<file path="src/hw/rtl/lkvc_pkg.sv">
// ----------------------------------------------------------------------------
// LRU key-value cache package
// Field widths, access codes and result flag layout shared by the cache.
// ----------------------------------------------------------------------------
package lkvc_pkg;

	localparam int KEY_W = 32;
	localparam int VAL_W = 32;
	localparam int CAP_W = 5;

	localparam logic [CAP_W-1:0] CAP_RESET = 5'd16;

	// read data returned by a lookup that misses
	localparam logic [VAL_W-1:0] READ_MISS = '1;

	typedef enum logic {
		OP_GET = 1'b0,
		OP_PUT = 1'b1
	} opcode_t;

	// result flags as carried on m_tuser, found in bit 0
	typedef struct packed {
		logic evicted;
		logic found;
	} res_flags_t;

endpackage

</file>
<file path="src/hw/rtl/lru_key_value_cache_top.sv">
// ----------------------------------------------------------------------------
// LRU key-value cache, top level
// Fully associative key-value store with least-recently-used replacement.
// ----------------------------------------------------------------------------
// Usage:
//  - Accesses arrive on the s_ stream: s_tuser selects get or put, s_tdata
//    carries the key and, for a put, the value to store.
//  - Every access gives exactly one result transaction on the m_ stream:
//    found/evicted flags on m_tuser, read value and evicted key on m_tdata.
//  - Capacity is written on the cfg_ channel while the cache is idle; 0 acts
//    as 1 and values above ENTRIES act as ENTRIES.
//  - An accepted access is held in the s1 input register and its result in
//    the s2 result register. Throughput: one access per cycle while the
//    receiver does not stall; the tag compare, rank update and victim select
//    all sit between the s1 input register and the s2 result register.
//  - Each access updates the store as it moves into the result register, so
//    the next access always sees it.
//  - When the receiver stalls, the result holds in s2, the access behind it
//    waits in s1 and s_tready falls; nothing is lost.
//  - Reset empties the store (all entries invalid, ranks zero) and restores
//    a capacity of 16. Key and value storage is not cleared; it is only read
//    through valid entries.
// ----------------------------------------------------------------------------
module lru_key_value_cache_top
	import lkvc_pkg::*;
#(
	parameter int ENTRIES = 16
) (
	input  logic                   clk,
	input  logic                   arst_n,

	input  logic                   cfg_valid,
	output logic                   cfg_ready,
	input  logic [CAP_W-1:0]       cfg_data,

	input  logic                   s_tvalid,
	output logic                   s_tready,
	input  logic [KEY_W+VAL_W-1:0] s_tdata,   // key[31:0], write_value[63:32]
	input  logic                   s_tuser,   // opcode

	output logic                   m_tvalid,
	input  logic                   m_tready,
	output logic [VAL_W+KEY_W-1:0] m_tdata,   // read_value[31:0], evicted_key[63:32]
	output logic [1:0]             m_tuser    // found[0], evicted[1]
);

	localparam int RW = (ENTRIES > 1) ? $clog2(ENTRIES) : 1;   // rank / index width
	localparam int CW = $clog2(ENTRIES + 1);                     // fill count width

	// ---- state ----
	logic [CAP_W-1:0] cap_q;
	logic [ENTRIES-1:0] valid_q;
	logic [RW-1:0] rank_q [ENTRIES];
	logic [KEY_W-1:0] key_q [ENTRIES];
	logic [VAL_W-1:0] val_q [ENTRIES];
	logic [CW-1:0] cnt_q;

	// ---- input register ----
	logic vld_s1;
	opcode_t op_s1;
	logic [KEY_W-1:0] key_s1;
	logic [VAL_W-1:0] wval_s1;

	// ---- result register ----
	logic vld_s2;
	res_flags_t flags_s2;
	logic [VAL_W-1:0] rval_s2;
	logic [KEY_W-1:0] evkey_s2;

	logic advance;

	assign cfg_ready = 1'b1;
	assign advance   = vld_s1 && (!vld_s2 || m_tready);
	assign s_tready  = !vld_s1 || advance;

	assign m_tvalid = vld_s2;
	assign m_tdata  = {evkey_s2, rval_s2};
	assign m_tuser  = flags_s2;

	// ---- lookup and update ----
	logic [CW-1:0] eff_cap;
	logic [ENTRIES-1:0] match;
	logic hit;
	logic [RW-1:0] hit_idx;
	logic do_evict;
	logic [RW-1:0] vic_rank;
	logic [RW-1:0] vic_idx;
	logic [ENTRIES-1:0] valid_ev;
	logic slot_ok;
	logic [RW-1:0] slot_idx;
	logic is_put;
	logic ins;
	logic [ENTRIES-1:0] valid_d;
	logic [RW-1:0] rank_d [ENTRIES];
	logic [CW-1:0] cnt_d;
	res_flags_t flags_d;
	logic [VAL_W-1:0] rval_d;
	logic [KEY_W-1:0] evkey_d;

	always_comb begin
		if (cap_q == '0) begin
			eff_cap = CW'(1);
		end else if (int'(cap_q) > ENTRIES) begin
			eff_cap = CW'(ENTRIES);
		end else begin
			eff_cap = CW'(cap_q);
		end
	end

	always_comb begin
		hit      = 1'b0;
		hit_idx  = '0;
		vic_idx  = '0;
		slot_ok  = 1'b0;
		slot_idx = '0;
		vic_rank = RW'(cnt_q - CW'(1));
		for (int i = 0; i < ENTRIES; i++) begin
			match[i] = valid_q[i] && (key_q[i] == key_s1);
		end
		// lowest matching slot; keys of valid entries are distinct anyway
		for (int i = ENTRIES - 1; i >= 0; i--) begin
			if (match[i]) begin
				hit     = 1'b1;
				hit_idx = RW'(i);
			end
			if (valid_q[i] && rank_q[i] == vic_rank) begin
				vic_idx = RW'(i);
			end
		end

		is_put   = (op_s1 == OP_PUT);
		do_evict = is_put && !hit && (cnt_q != '0) && (cnt_q >= eff_cap);

		valid_ev = valid_q;
		if (do_evict) begin
			valid_ev[vic_idx] = 1'b0;
		end

		for (int i = ENTRIES - 1; i >= 0; i--) begin
			if (!valid_ev[i]) begin
				slot_ok  = 1'b1;
				slot_idx = RW'(i);
			end
		end
		ins = is_put && !hit && slot_ok;

		// next ranks and valid bits
		valid_d = valid_ev;
		cnt_d   = cnt_q;
		for (int i = 0; i < ENTRIES; i++) begin
			rank_d[i] = rank_q[i];
		end
		if (hit) begin
			// promote: fresher entries age by one
			for (int i = 0; i < ENTRIES; i++) begin
				if (valid_q[i] && rank_q[i] < rank_q[hit_idx]) begin
					rank_d[i] = rank_q[i] + RW'(1);
				end
			end
			rank_d[hit_idx] = '0;
		end else if (ins) begin
			for (int i = 0; i < ENTRIES; i++) begin
				if (valid_ev[i]) begin
					rank_d[i] = rank_q[i] + RW'(1);
				end
			end
			if (do_evict) begin
				rank_d[vic_idx] = '0;
			end
			rank_d[slot_idx]  = '0;
			valid_d[slot_idx] = 1'b1;
			if (!do_evict) begin
				cnt_d = cnt_q + CW'(1);
			end
		end else if (do_evict) begin
			rank_d[vic_idx] = '0;
			cnt_d = cnt_q - CW'(1);
		end

		flags_d.found   = hit;
		flags_d.evicted = do_evict;
		evkey_d = do_evict ? key_q[vic_idx] : '0;
		if (is_put) begin
			rval_d = wval_s1;
		end else if (hit) begin
			rval_d = val_q[hit_idx];
		end else begin
			rval_d = READ_MISS;
		end
	end

	// ---- control registers ----
	always_ff @(posedge clk or negedge arst_n) begin
		if (!arst_n) begin
			cap_q   <= CAP_RESET;
			vld_s1  <= 1'b0;
			vld_s2  <= 1'b0;
			valid_q <= '0;
			cnt_q   <= '0;
			for (int i = 0; i < ENTRIES; i++) begin
				rank_q[i] <= '0;
			end
		end else begin
			if (cfg_valid && cfg_ready) begin
				cap_q <= cfg_data;
			end
			if (s_tvalid && s_tready) begin
				vld_s1 <= 1'b1;
			end else if (advance) begin
				vld_s1 <= 1'b0;
			end
			if (advance) begin
				vld_s2 <= 1'b1;
			end else if (m_tready) begin
				vld_s2 <= 1'b0;
			end
			if (advance) begin
				valid_q <= valid_d;
				cnt_q   <= cnt_d;
				for (int i = 0; i < ENTRIES; i++) begin
					rank_q[i] <= rank_d[i];
				end
			end
		end
	end

	// ---- payload registers ----
	always_ff @(posedge clk) begin
		if (s_tvalid && s_tready) begin
			op_s1   <= opcode_t'(s_tuser);
			key_s1  <= s_tdata[KEY_W-1:0];
			wval_s1 <= s_tdata[KEY_W+VAL_W-1:KEY_W];
		end
		if (advance) begin
			flags_s2 <= flags_d;
			rval_s2  <= rval_d;
			evkey_s2 <= evkey_d;
			if (hit && is_put) begin
				val_q[hit_idx] <= wval_s1;
			end else if (ins) begin
				key_q[slot_idx] <= key_s1;
				val_q[slot_idx] <= wval_s1;
			end
		end
	end

	// ---- assertions ----
	logic ranks_ok;

	always_comb begin
		ranks_ok = 1'b1;
		for (int i = 0; i < ENTRIES; i++) begin
			if (valid_q[i] && CW'(rank_q[i]) >= cnt_q) begin
				ranks_ok = 1'b0;
			end
		end
	end

	a_count: assert property (@(posedge clk) disable iff (!arst_n)
		int'(cnt_q) == $countones(valid_q))
		else $error("fill count disagrees with valid bits");

	a_ranks: assert property (@(posedge clk) disable iff (!arst_n) ranks_ok)
		else $error("valid entry holds a rank at or above the fill count");

	a_flags: assert property (@(posedge clk) disable iff (!arst_n)
		m_tvalid |-> !(m_tuser[0] && m_tuser[1]))
		else $error("hit reported together with eviction");

	a_evkey: assert property (@(posedge clk) disable iff (!arst_n)
		(m_tvalid && !m_tuser[1]) |-> (m_tdata[VAL_W+KEY_W-1:VAL_W] == '0))
		else $error("evicted key nonzero without eviction");

	a_fill: assert property (@(posedge clk) disable iff (!arst_n)
		(advance && ins && !do_evict) |=> (cnt_q == $past(cnt_q) + CW'(1)))
		else $error("insert without eviction did not grow the store");

endmodule

</file>
<file path="config.mk">
export PLATFORM = sky130hd
export DESIGN_NAME = lru_key_value_cache_top
export DESIGN_NICKNAME = d
export VERILOG_FILES = /design/src/hw/rtl/lkvc_pkg.sv /design/src/hw/rtl/lru_key_value_cache_top.sv
export SDC_FILE = /design/constraint.sdc
export NUM_CORES = 2
export LEC_CHECK = 0
export ABC_AREA = 1
export BUFFER_PORTS_ARGS = -buffer_cell sky130_fd_sc_hd__buf_2
export CAP_MARGIN = 20
export CORE_UTILIZATION = 25
export CTS_CLUSTER_DIAMETER = 100
export DETAILED_ROUTE_END_ITERATION = 6
export SLEW_MARGIN = 20
export SYNTH_ARGS = -nofsm -noshare
export SYNTH_HDL_FRONTEND = slang
export SYNTH_SLANG_ARGS = --single-unit
export TNS_END_PERCENT = 100
</file>
<file path="constraint.sdc">
create_clock -name clk -period 5.8 [get_ports clk]
set_input_delay 0.58 -clock clk [delete_from_list [all_inputs] [get_ports clk]]
set_output_delay 0.58 -clock clk [all_outputs]
set_load 0.05 [all_outputs]
</file>
==> results by group <==
Synth
  – Synth cell types: 62
  – Sequential cell area fraction in the yosys report: 59.7%
  – Synth top area share: 55.9%
  – Seq cells post-synth: 1247
  – Synth top area cells: edfxtp_1 (56%), nand2_1 (6.8%), inv_1 (4.1%)
  – YS warnings: 0
  – Leading area contributor after synthesis: edfxtp_1
  – Ys flop type: edfxtp_1
  – Avg Synthesized Cell Area: 10.1 sq um
  – Syn Inst Count: 6153
  – Post-synth EDFFs: 1155
  – Ys async rst share: 7.38%
  – Mapped Area: 0.0620 sq mm
  – Syn_nets: 6300

Layout
  – Area delta synth->final: 22.7%
  – Fin nets: 6734
  – Commonest non-fill, non-tap cell in the layout: edfxtp_1
  – Sequential cell area: 0.0370 sq mm
  – Most frequent cells in the layout: edfxtp_1 (1155), nand2_1 (1124), inv_1 (670), nor2_1 (452), nand3_1 (406)
  – Layout cells sized above 1: 15.1%
  – Fill cells: 25.1k
  – Final non-filler cell area: 0.0761 sq mm
  – Multi-input logic area: 0.0211 sq mm

Power and ir drop
  – Max VDD drop: 1.11 mV
  – Sw frac: 48.9%
  – Psw: 21.9 mW
  – Internal Pwr Total: 22.9 mW
  – Power Dens Cells: 588 mW/mm^2
  – Leak: 28.6 nW
  – Clock share of power: 21.5%
  – Reg power frac: 26.6%
  – Part of the power in combinational logic: 51.9%

Floorplanning
  – Die H: 500 um
  – # IOs: 144
  – Die X: 500 um
  – Die Area: 0.250 sq mm
  – Num rows: 182
  – CORE AREA: 0.246 sq mm
  – Starting Density: 25.2%

Critical path
  – Crit start category: flop
  – Most numerous cell on the critical path: nand2_1
  – CP Capture Type: flop
  – Crit-path max cell delay: 520 ps
  – Slowest CP cell: edfxtp_1
  – WP data arrival: 6320 ps
  – Crit path kind: flop to flop
  – Crit path required time: 6490 ps
  – CP Max Fanout: 9

Status
  – Status: finished, violations left
  – Failing checks: DRC

STA
  – Setup TNS: 0 ps
  – RSZ-0062 raised after global routing: no
  – Hold WS: 35.6 ps
  – Final period utilization: 97.0%
  – Slew headroom: 24.6%
  – Final WS setup: 173 ps
  – Worst-margin pin slew: 1120 ps
  – Slew Limit Fails: 0
  – Min Tclk post-route: 5630 ps
  – Final setup viols: 0
  – Maximum clock frequency: 178 MHz
  – Final hold viol count: 0
  – Clock Skews: 62.4 ps

Placement
  – Routability-driven placement congestion ratio: 1.00
  – Pre-CTS setup slack: -44.1 ps
  – Area post-placement: 0.0702 sq mm
  – I/O Buffers: 142
  – Hpwl dp: 177 mm

CTS
  – Clock sink count: 1247
  – Longest Clk Path Bufs: 3
  – Root buffer cell: clkbuf_16
  – Clk_lat worst skew: 850 ps
  – CTS Buf Count: 145
  – Clock slew at reported path FFs: 60 ps
  – CTS tree: yes
  – H-tree depth: 4

Drt
  – DR iter-0 viols: 7113
  – Antenna Nets Post-Route: 0
  – Overall routed net length: 263 mm
  – DR pass1 iterations: 7
  – Vias post-DR: 52.5k
  – Via density: 5.24
  – Drt drc: 1
  – DR WL/cell: 26.2 um

Min path
  – Worst Hold Class: primary input to flop

Global routing
  – GR Overflow Total: 0
  – Pin count of the biggest net entering global routing: 133
  – GR Util All Layers: 20.4%
  – Vias in the first global route: 50.2k
  – First-pass GRT wire length: 371 mm
  – Initial antenna violation count: 7

Run
  – Max_cap viols: 0
## cells in the mapped netlist (all sizes together), types with 2 or more instances
| cell | count |
|---|---|
| a41oi | 63 |
| nand4 | 207 |
| o21ai | 249 |
| and3 | 5 |
| or2 | 8 |
| or3 | 2 |
| nor2 | 514 |
| buf | 143 |
| a211oi | 15 |
| a22oi | 59 |
| dfrtp | 91 |
| clkinv | 11 |
| nor4 | 22 |
| o31ai | 13 |
| xor2 | 101 |
| xnor2 | 112 |
| o22ai | 360 |
| a221oi | 12 |
| clkbuf | 227 |
| a31oi | 7 |
| o211ai | 26 |
| nand2 | 1163 |
| a21oi | 160 |
| o21a | 4 |
| a22o | 7 |
| and2 | 2 |
| edfxtp | 1155 |
| ha | 72 |
| nand3b | 6 |
| nand3 | 415 |
| inv | 720 |
| o2111ai | 143 |
| o221ai | 20 |
| nor3 | 33 |
## stage by stage
stage,instances,power (mW),util (%)
2_1_floorplan,6153,23.5,-
3_3_place_gp,9678,34.2,28.5
3_5_place_dp,9678,34.3,28.5
4_1_cts,10000,44.0,30.8
5_1_grt,10000,45.9,30.9
6_report,10000,44.8,30.9
## sequential cells by signal, summed over array words and instances, names as in the netlist
signal and flops:
evkey_s2 32, is_put 1, m_tuser 2, cnt_q 5, rval_s2 32, cap_q 5, m_tvalid 1, rank_q 64
val_q 512, key_q 512, vld_s1 1, key_s1 32, wval_s1 32, valid_q 16
## power by group through the flow
stage / Sequential (mW) / Clock, mW / Combinational, mW
after global placement: 12.0 / 0 / 22.2
after detailed placement: 12.0 / 0 / 22.3
after global routing: 12.0 / 10.1 / 23.9
final: 11.9 / 9.63 / 23.3
after CTS: 11.9 / 9.75 / 22.4
after floorplan: 11.9 / 0 / 11.5
## worst max-delay path, delay by kind of cell (launching register included)
kind | cells | cell delay (ps)
AND/OR/NAND/NOR | 18 | 2210
buffers and inverters | 7 | 1340
AO/OA/AOI/OAI | 7 | 1120
flip-flops | 1 | 520
adder cells (fa/ha/maj) | 1 | 280
## worst paths after layout
path	from	to	slack [ps]	cells past startpoint
max	key_s1[13]	rank_q[19]	170	33
min	s_tdata[20]	key_s1[20]	40	1
max reg2reg	key_s1[13]	rank_q[19]	170	33
min reg2reg	m_tvalid	m_tvalid	550	2
max in group asynchronous	arst_n	rank_q[30]	4100	3
min in group asynchronous	arst_n	cap_q[2]	310	2
## cell families (layout without fill, tap and decap cells)
logic type	Yosys count	count (layout)	share of synthesized area, %
other cells	1	4	0.00605
mux	1	1	0.0182
flops	1247	1247	59.7
buf+inv	1101	1656	7.01
fa+ha+maj	72	72	1.45
simple gates	2378	2378	16.8
compound gates	1140	1140	12.0
xor+xnor	213	213	3.01
## routing by layer
metal / GRT usage, % / part of all wire (%) / up-vias
li1: - / - / 22800
met4: 11.3 / 6.1 / 4
met3: 3.58 / 9.1 / 657
met2: 31.3 / 44 / 3178
met1: 27.3 / 41 / 25900
met5: 0 / 0.011 / -
## final cells by class
type	instances	share of cell area (%)
clock buffers	173	5.00
inverters	731	3.65
well taps	3312	5.45
multi-input cells	3805	27.7
clock inverters	95	1.60
repair buffers	657	7.99
flip-flops and latches	1247	48.6
diodes	3	0.00986
## what timing repair did
item	CTS	global route
pin swaps	0	3
endpoints found under the hold margin	97	0
endpoints found under the setup margin	11	409
setup buffers	0	9
gates resized for setup	2	32
hold buffers	65	0
(Power assumes the default switching activity.)
